--- src/hdl/suffix_max_leader_filter_assert.svh ---
// Assertion macros shared by the leader filter modules.
`ifndef SUFFIX_MAX_LEADER_FILTER_ASSERT_SVH
`define SUFFIX_MAX_LEADER_FILTER_ASSERT_SVH

// Same-cycle implication, checked outside reset.
`define SML_ASSERT_NOW(lbl, ante, cons, msg) \
   lbl: assert property (@(posedge clock) disable iff (reset) (ante) |-> (cons)) \
      else $error(msg);

// Next-cycle implication, checked outside reset.
`define SML_ASSERT_NEXT(lbl, ante, cons, msg) \
   lbl: assert property (@(posedge clock) disable iff (reset) (ante) |=> (cons)) \
      else $error(msg);

`endif

--- src/hdl/sml_pkg.sv ---
// ---------------------------------------------------------------------------
// sml_pkg
// Shared widths, defaults and the result beat type of the leader filter.
// ---------------------------------------------------------------------------
package sml_pkg;

   localparam int DEF_MAX_ITEMS = 64;
   localparam int VALUE_W       = 31;

   typedef struct packed {
      logic [VALUE_W-1:0] kept_value;
      logic               last_of_run;
      logic               overflowed;
   } beat_type;

endpackage

--- src/hdl/sml_store.sv ---
// ---------------------------------------------------------------------------
// sml_store
// Stack storage: one write port, one read port, registered read data.
// ---------------------------------------------------------------------------
module sml_store
   import sml_pkg::*;
#(
   parameter int MAX_ITEMS = DEF_MAX_ITEMS,
   parameter int AW        = (MAX_ITEMS > 1) ? $clog2(MAX_ITEMS) : 1
) (
   input  logic               clock,
   input  logic               wr_en,
   input  logic [AW-1:0]      wr_addr,
   input  logic [VALUE_W-1:0] wr_data,
   input  logic               rd_en,
   input  logic [AW-1:0]      rd_addr,
   output logic [VALUE_W-1:0] rd_data
);

   logic [VALUE_W-1:0] mem_ff [MAX_ITEMS];
   logic [VALUE_W-1:0] rd_data_ff;

   always_ff @(posedge clock) begin
      if (wr_en) begin
         mem_ff[wr_addr] <= wr_data;
      end
      if (rd_en) begin
         rd_data_ff <= mem_ff[rd_addr];
      end
   end

   assign rd_data = rd_data_ff;

endmodule

--- src/hdl/sml_out.sv ---
// ---------------------------------------------------------------------------
// sml_out
// Result register: holds one beat until the receiver takes it.
// ---------------------------------------------------------------------------
module sml_out
   import sml_pkg::*;
(
   input  logic               clock,
   input  logic               reset,
   input  logic               load,
   input  beat_type           beat,
   output logic               free,
   output logic               rsp_valid,
   input  logic               rsp_stall,
   output logic [VALUE_W-1:0] rsp_kept_value,
   output logic               rsp_last_of_run,
   output logic               rsp_overflowed
);

`include "suffix_max_leader_filter_assert.svh"

   logic     valid_ff;
   logic     valid_in;
   beat_type beat_ff;

   assign free = !valid_ff || !rsp_stall;

   always_comb begin
      valid_in = valid_ff && rsp_stall;
      if (load) begin
         valid_in = 1'b1;
      end
   end

   always_ff @(posedge clock) begin
      if (reset) begin
         valid_ff <= 1'b0;
      end else begin
         valid_ff <= valid_in;
      end
      if (load) begin
         beat_ff <= beat;
      end
   end

   assign rsp_valid       = valid_ff;
   assign rsp_kept_value  = beat_ff.kept_value;
   assign rsp_last_of_run = beat_ff.last_of_run;
   assign rsp_overflowed  = beat_ff.overflowed;

   // a held beat must never be overwritten
   `SML_ASSERT_NOW(a_load_when_free, load, free, "result register overwritten")
   `SML_ASSERT_NEXT(a_load_shows, load, valid_ff, "loaded beat not presented")

endmodule

--- src/hdl/suffix_max_leader_filter.sv ---
// ---------------------------------------------------------------------------
// suffix_max_leader_filter
// Keeps each value not exceeded by any later value, emits them on the last beat.
// ---------------------------------------------------------------------------
// Values are held as a monotonic stack in a single-port-read memory with
// registered read data. An input beat on an empty stack is pushed straight
// away; otherwise the top entry is read and compared, each stored value
// smaller than the new one is removed in turn, and the new value is then
// pushed. Each value is removed at most once. On the marked final beat the
// survivors are read back oldest first, each result beat waiting while the
// receiver stalls; no input is taken during that read-back. The result
// register lets a finished beat wait while the next sequence starts. Values
// that still find the stack full after removals are dropped and every result
// beat of that sequence carries the overflow flag.
module suffix_max_leader_filter
   import sml_pkg::*;
#(
   parameter int MAX_ITEMS = DEF_MAX_ITEMS
) (
   input  logic               clock,
   input  logic               reset,
   input  logic               req_valid,
   output logic               req_stall,
   input  logic [VALUE_W-1:0] req_item_value,
   input  logic               req_last_item,
   output logic               rsp_valid,
   input  logic               rsp_stall,
   output logic [VALUE_W-1:0] rsp_kept_value,
   output logic               rsp_last_of_run,
   output logic               rsp_overflowed
);

`include "suffix_max_leader_filter_assert.svh"

   localparam int AW = (MAX_ITEMS > 1) ? $clog2(MAX_ITEMS) : 1;
   localparam int CW = $clog2(MAX_ITEMS + 1);
   localparam logic [CW-1:0] MAX_CNT = CW'(MAX_ITEMS);

   localparam logic [2:0] S_IDLE = 3'd0;
   localparam logic [2:0] S_RD   = 3'd1;
   localparam logic [2:0] S_CMP  = 3'd2;
   localparam logic [2:0] S_ER   = 3'd3;
   localparam logic [2:0] S_EW   = 3'd4;

   logic [2:0]         state_ff, state_in;
   logic [CW-1:0]      count_ff, count_in;
   logic               ovf_ff, ovf_in;
   logic [AW-1:0]      idx_ff, idx_in;
   logic [VALUE_W-1:0] val_ff;
   logic               last_ff;

   logic               wr_en, rd_en;
   logic [AW-1:0]      wr_addr, rd_addr;
   logic [VALUE_W-1:0] rd_data;
   logic               out_load, out_free;
   beat_type           out_beat;
   logic               req_take, last_hit, do_push;
   logic [CW-1:0]      count_dec;

   assign req_stall = (state_ff != S_IDLE);
   assign req_take  = req_valid && !req_stall;
   assign count_dec = count_ff - CW'(1);
   assign last_hit  = ((CW'(idx_ff) + CW'(1)) == count_ff);

   always_comb begin
      state_in = state_ff;
      count_in = count_ff;
      ovf_in   = ovf_ff;
      idx_in   = idx_ff;
      wr_en    = 1'b0;
      wr_addr  = count_ff[AW-1:0];
      rd_en    = 1'b0;
      rd_addr  = count_dec[AW-1:0];
      out_load = 1'b0;
      do_push  = 1'b0;
      out_beat.kept_value  = rd_data;
      out_beat.last_of_run = last_hit;
      out_beat.overflowed  = ovf_ff;

      case (state_ff)
         S_IDLE: begin
            if (req_take) begin
               state_in = S_RD;
            end
         end
         S_RD: begin
            if (count_ff == '0) begin
               do_push = 1'b1;
            end else begin
               rd_en    = 1'b1;
               state_in = S_CMP;
            end
         end
         S_CMP: begin
            // top entry strictly smaller than the new value is popped
            if (rd_data < val_ff) begin
               count_in = count_dec;
               state_in = S_RD;
            end else begin
               do_push = 1'b1;
            end
         end
         S_ER: begin
            rd_en    = 1'b1;
            rd_addr  = idx_ff;
            state_in = S_EW;
         end
         S_EW: begin
            if (out_free) begin
               out_load = 1'b1;
               if (last_hit) begin
                  count_in = '0;
                  ovf_in   = 1'b0;
                  state_in = S_IDLE;
               end else begin
                  idx_in   = idx_ff + AW'(1);
                  state_in = S_ER;
               end
            end
         end
         default: begin
            state_in = S_IDLE;
         end
      endcase

      if (do_push) begin
         if (count_ff < MAX_CNT) begin
            wr_en    = 1'b1;
            count_in = count_ff + CW'(1);
         end else begin
            ovf_in = 1'b1;
         end
         idx_in   = '0;
         state_in = last_ff ? S_ER : S_IDLE;
      end
   end

   always_ff @(posedge clock) begin
      if (reset) begin
         state_ff <= S_IDLE;
         count_ff <= '0;
         ovf_ff   <= 1'b0;
         idx_ff   <= '0;
      end else begin
         state_ff <= state_in;
         count_ff <= count_in;
         ovf_ff   <= ovf_in;
         idx_ff   <= idx_in;
      end
      if (req_take) begin
         val_ff  <= req_item_value;
         last_ff <= req_last_item;
      end
   end

   sml_store #(
      .MAX_ITEMS (MAX_ITEMS),
      .AW        (AW)
   ) u_store (
      .clock   (clock),
      .wr_en   (wr_en),
      .wr_addr (wr_addr),
      .wr_data (val_ff),
      .rd_en   (rd_en),
      .rd_addr (rd_addr),
      .rd_data (rd_data)
   );

   sml_out u_out (
      .clock           (clock),
      .reset           (reset),
      .load            (out_load),
      .beat            (out_beat),
      .free            (out_free),
      .rsp_valid       (rsp_valid),
      .rsp_stall       (rsp_stall),
      .rsp_kept_value  (rsp_kept_value),
      .rsp_last_of_run (rsp_last_of_run),
      .rsp_overflowed  (rsp_overflowed)
   );

   `SML_ASSERT_NOW(a_count_bound, 1'b1, count_ff <= MAX_CNT, "stack count past capacity")
   `SML_ASSERT_NOW(a_emit_nonempty, state_ff == S_EW, count_ff != '0, "read-back of empty stack")
   `SML_ASSERT_NEXT(a_run_clears, out_load && last_hit,
      count_ff == '0 && !ovf_ff, "state not cleared after final beat")
   `SML_ASSERT_NEXT(a_take_starts, req_take, state_ff == S_RD, "accepted beat not processed")

endmodule

--- config.mk ---
export PLATFORM = sky130hd
export DESIGN_NAME = suffix_max_leader_filter
export DESIGN_NICKNAME = d
export VERILOG_FILES = /design/src/hdl/sml_pkg.sv /design/src/hdl/sml_store.sv /design/src/hdl/sml_out.sv /design/src/hdl/suffix_max_leader_filter.sv
export VERILOG_INCLUDE_DIRS = /design/src /design/src/hdl
export SDC_FILE = /design/constraint.sdc
export NUM_CORES = 2
export LEC_CHECK = 0
export CORE_ASPECT_RATIO = 0.7
export CORE_MARGIN = 2
export CORE_UTILIZATION = 37
export CTS_CLUSTER_SIZE = 24
export DETAILED_ROUTE_END_ITERATION = 7
export DONT_BUFFER_PORTS = 1
export PLACE_DENSITY = 0.63
export SYNTH_ARGS = -nofsm -noshare
export SYNTH_HDL_FRONTEND = slang
export SYNTH_HIERARCHICAL = 1
export SYNTH_SLANG_ARGS = --single-unit
--- constraint.sdc ---
create_clock -name clock -period 5.71 [get_ports clock]
set_input_delay 0.571 -clock clock [delete_from_list [all_inputs] [get_ports clock]]
set_output_delay 0.571 -clock clock [all_outputs]
set_load 0.01 [all_outputs]
# Yosys cells after proc, flatten, opt, wreduce, memory -nomap -nowiden
# Memory sizes are Yosys's and may differ from the RTL's. A register that Yosys moved wholly into a read port is not among the register bits.
# Cells that the tools add are included.
# classes
add_sub_neg	4
magnitude_cmp	2
n_eq_ne	9
n_mux	32
bitwise	1
reduce_logical	12
# op_table
operator	count
two-way mux 7 bit	5
< comparator 31 bit	1
two-way mux 1 bit	15
two-way mux 3 bit	5
case mux 3 bit (5 select lines)	1
case mux 7 bit (2 select lines)	1
inequality test 3 bit, second input constant	4
adder 6 x 1 -> 7 bit, second input constant	1
adder 7 x 1 -> 7 bit, second input constant	1
== test 7 bit	1
zero test 7 bit	1
< comparator 7 bit, second input constant	1
subtractor 7 x 1 -> 7 bit, second input constant	1
adder 6 x 1 -> 6 bit, second input constant	1
== test 3 x 2 -> 1 bit, second input constant	2
two-way mux 6 bit	1
two-way mux 2 bit	2
case mux 1 bit (2 select lines)	2
AND reduction 4 bit	1
== test 3 x 1 -> 1 bit, second input constant	1
== test 3 bit, second input constant	1
zero test 1 bit	3
zero test 3 bit	1
AND reduction 3 bit	1
other kinds (5)	6
# totals
regBits	83
mem_bits_rw	1984
in_bits	36
output_inout_bits	35
elab_cells	71
n_memories	1
# mem_list
name	depth	word_bits	rd	rd_clocked_by_memory_dff	wr	line	text
u_store.mem_ff	64	31	1	1	1	sml_store.sv:20	logic [VALUE_W-1:0] mem_ff [MAX_ITEMS];

# Logic depth before layout (Yosys ltp)
# logic_depth
depth_word	7
mapped_depth	14
ltp_nobuf	11

# Modules after synthesis
# Netlist, hierarchy kept.
# modules_own_cells
module	instances	cells_each	area_per_inst_um2	seq_area_each_um2
sml_store	1	3418	76616.0	60508.0
suffix_max_leader_filter	1	317	3103.0	1301.2
sml_out	1	37	1023.5	1011.0

# Worst setup path before layout
# No wires, ideal clock.
# synth_timing
path_type	reg2reg
start	reg val_ff[29]
end	mem u_store.mem_ff[48][0], enable pin
setup_time_ps	458
arrival_ps	5110
required_time_ps	5252
setup_slack_ps	142
path_stages_with_launch	13
n_path_buf	1
synth_period_minus_slack_ps	5568
cell_sequence	edfxtp_1 -> inv_1 -> ha_1 -> nand4_1 -> nor3_1 -> inv_1 -> nor3_2 -> a211oi_1 -> nor2_2 -> buf_6 -> nor2b_1 -> nand4b_1 -> nor3_1
# synth_via
elab_chain_cells	6
# synth_rtl
item	line	text
start, declared	suffix_max_leader_filter.sv:49	logic [VALUE_W-1:0] val_ff;
start signal, assigned	suffix_max_leader_filter.sv:151	val_ff <= req_item_value;
< comparator 31 bit	suffix_max_leader_filter.sv:96	if (rd_data < val_ff) begin
two-way mux 1 bit	suffix_max_leader_filter.sv:96	
case mux 1 bit (2 select lines)	suffix_max_leader_filter.sv:80	case (state_ff)
two-way mux 1 bit	suffix_max_leader_filter.sv:126	if (do_push) begin
named net wr_en	suffix_max_leader_filter.sv:52	logic wr_en, rd_en;
two-way mux 1 bit	sml_store.sv:24	if (wr_en) begin
two-way mux 1 bit (implied by the code)	sml_store.sv:25	mem_ff[wr_addr] <= wr_data;
end, declared	sml_store.sv:20	
# The timed path passes the listed nets, and every way through them passes these cells.

# Worst setup path in the final report
# layout_timing
start	reg count_ff[1]
end	reg u_store.rd_data_ff[27], in the netlist u_store/rd_data[27] (read register of u_store.mem_ff), data pin
# layout_via
word_cells_on_any_way	5
cone_classes	add/sub (1); mux (3); reduce/logical (1)
# layout_rtl
item	line	text
start, declared	suffix_max_leader_filter.sv:46	logic [CW-1:0] count_ff, count_in;
start signal, assigned	suffix_max_leader_filter.sv:146	count_ff <= count_in;
subtractor 7 x 1 -> 7 bit	suffix_max_leader_filter.sv:62	assign count_dec = count_ff - CW'(1);
two-way mux 6 bit	suffix_max_leader_filter.sv:80	
named net rd_addr[2]	suffix_max_leader_filter.sv:53	logic [AW-1:0] wr_addr, rd_addr;
end, declared	sml_store.sv:21	logic [VALUE_W-1:0] rd_data_ff;
# The timed path passes the listed nets, and every way through them passes these cells.
# A chain may end at the register's enable or synchronous reset.

==> metrics.cfg <==
[critical_path]
required_ps=6260
cp_slowest_cell=o22ai_1
cp-end-kind=flop
worst_path_largest_cell_delay_ps=770
r2r-end=u_store/rd_data[27]
rr_worst_depth=10
cp_top_family=compound AO/OA/AOI/OAI gates
ff2ff_setup_slack_ps=1010
cp_num_buf_inv=3
start_kind=flop
regToRegStartpoint=count_ff[1]
crit_path_max_fanout=42
path_cells=inv_1 -> ha_1 -> xnor2_1 -> a21oi_4 -> buf_12 -> buf_4 -> mux4_2 -> o22ai_1 -> o31ai_1 -> and3_1
arrival_ps=5250
path_class=flop to flop

[die]
core_sq_um=217000
die_w_um=562.3
ios=71
die_area_sq_um=222000
start_util=0.3720
rows=143
die_h_um=394.8

[yosys]
synth_top_area_frac=0.7736
ys_types=66
synthesis.nets=3841
synth_area_leaders=edfxtp_1, mux4_2, mux2i_1
dominantRegCellSynth=edfxtp_1
synth_seq_cells=2098
avgSynthCellArea_sq_um=21.41
synth-warning-count=6
synth_cells=3772
syn-cell-area_sq_um=80740
asyncSetResetFlopFracSynth=0
synth_top_cell_by_area=edfxtp_1
yosysSeqAreaShare=0.7780
synth_edf_count=2080

[global_route]
grt_pass1_vias=37860
top_usage_layer=met1
antenna_found_initial=33
grt_util_met3=0.07211
grt_pass1_wl_mm=304.3
grt_start_max_net_pins=119
met2_usage=0.2636
grtUsageMet1=0.2972
track_usage=0.1954
gr-total-overflow=0

[finish]
final_cells=6996
mostFrequentLayoutCells=edfxtp_1, mux4_2, mux2i_1
fin_area_sq_um=91710
final_util=0.4226
drive_gt1_frac=0.2233
nets=3998
syn_to_final_growth_pct=13.58
final.fill_count=18530
final_common_cell=edfxtp_1

[clock_network]
numCtsBuffers=191
cts.htree.levels=4
clk_path_buf_depth=3
clk_latency_ps=840
root_buffer=clkbuf_16
clk_pin_slew_ps=60
clock-sinks=2098
cts_tree=yes

[sta]
tightest_slew_ps=1352
setup_tns_ps=0
fin_hold_ws_ps=216.7
hold_viol_final=0
drv_slew=0
slew_headroom=0.09356
fin_crit_ps=4696
clock.fmax_mhz=212.9
rsz0062_at_grt=no
skew_ps=68.40
setup_viol=0
timing.final.crit_share=0.8225

[placement]
placed_cells=6602
port_buffers=0
dp_hpwl_mm=132.0
gp_congestion=0.9482
dpl-instance-area_sq_um=85270

[detailed_routing]
wl_per_cell_um=31.45
drtAntennaViolNets=0
drtIter0Drc=6355
drtPass1Iterations=5
dr_total_vias=40100
via_per_inst=5.732
routed_wl_mm=220.0
drcViolationCount=0

[pwr]
leakagePower_nw=30.34
vdd_drop_max_mv=0.5278
power.density_nw_per_um2=533.8

[worst_hold_path]
hold_depth=3
hold_path_startpoint=req_valid
holdPathEnd=state_ff[0]
hold_class=input pin to flop

[status]
status=finished clean

[run]
maxCapViolCount=0

==> registers in the layout, indices dropped and copies added (netlist names) <==
name / flops
u_store/mem_ff: 1984
u_out/rsp_kept_value: 31
u_store/rd_data: 31
val_ff: 31
count_ff: 7
idx_ff: 6
state_ff: 3
last_ff: 1
ovf_ff: 1
u_out/rsp_last_of_run: 1
u_out/rsp_overflowed: 1
u_out/rsp_valid: 1
==> metal layers <==
layer	up-vias	wire length, um
li1	16150	-
met2	2168	91260
met1	21500	94430
met3	265	29550
met5	-	123
met4	20	4629
==> power by group <==
part           total (mW)  internal, mW  switching, mW
clock                12.5          6.89           5.64
sequential           18.7          18.4          0.279
combinational        17.7          5.89           11.8
==> area by class of cell <==
cell class	instances	area (sq um)	area share
Sequential cell	2098	62820	0.6850
Multi-Input combinational cell	1429	17360	0.1893
Clock buffer	235	5060	0.05517
Tap cell	2900	3628	0.03957
Timing Repair Buffer	172	1664	0.01815
Clock inverter	109	999.7	0.01090
Inverter	37	138.9	0.001514
Antenna cell	16	40.04	0.0004366
==> how the worst max path moves through the flow <==
| stage | startpoint | to | slack (ps) | cells after the start |
|---|---|---|---|---|
| 4_1_cts | val_ff[30] | u_store/mem_ff[12][22] | 1200 | 12 |
| 6_report | count_ff[1] | u_store/rd_data[27] | 1010 | 10 |
| 3_5_place_dp | count_ff[1] | u_store/rd_data[13] | 1180 | 9 |
| 2_1_floorplan | val_ff[29] | u_store/mem_ff[48][0] | 140 | 12 |
| 5_1_grt | count_ff[1] | u_store/rd_data[15] | 950 | 10 |
| 3_3_place_gp | count_ff[1] | u_store/rd_data[24] | 1160 | 9 |
==> logic make-up (layout without fill, tap and decap cells) <==
| logic type | after synthesis | count (layout) | share of synthesized area |
|---|---|---|---|
| flops | 2098 | 2098 | 0.7780 |
| xor+xnor | 15 | 15 | 0.001627 |
| other cells | 0 | 16 | 0 |
| compound gates | 424 | 424 | 0.03511 |
| fa+ha+maj | 33 | 33 | 0.005114 |
| buf+inv | 245 | 553 | 0.01430 |
| mux | 707 | 707 | 0.1502 |
| simple gates | 250 | 250 | 0.01561 |
==> worst reg2reg max path, stage by stage (launching register included) <==
cell     delay, ps
dfxtp_1        700
inv_1          120
ha_1           270
xnor2_1        190
a21oi_4        580
buf_12         340
buf_4          480
mux4_2         400
o22ai_1        770
o31ai_1        290
and3_1         290
==> cells in the mapped netlist (13+ instances only) <==
master,n
edfxtp_1,2080
mux4_2,403
mux2i_1,297
a22oi_1,105
nor2_1,101
o22ai_1,86
buf_2,83
clkbuf_1,82
o21ai_0,59
a31oi_1,52
inv_1,37
a21oi_1,33
ha_1,33
nand2_1,32
a21o_1,31
and3_1,27
o31ai_1,27
buf_4,25
dfxtp_1,18
nor3_1,16
buf_1,13
==> through the flow <==
step / total power, mW / setup slack [ps]
after floorplan: 28.71 / 141.9
after global placement: 36.20 / 1157
after detailed placement: 36.33 / 1184
after CTS: 48.81 / 1198
after global routing: 50.31 / 946.5
final: 48.95 / 1014
==> repair_timing <==
action | CTS | global route
hold buffers | 34 | 0
endpoints found under the hold margin | 43 | 0
setup buffers | 0 | 0
gates resized for setup | 0 | 0
Power figures use the tool's default switching activity.
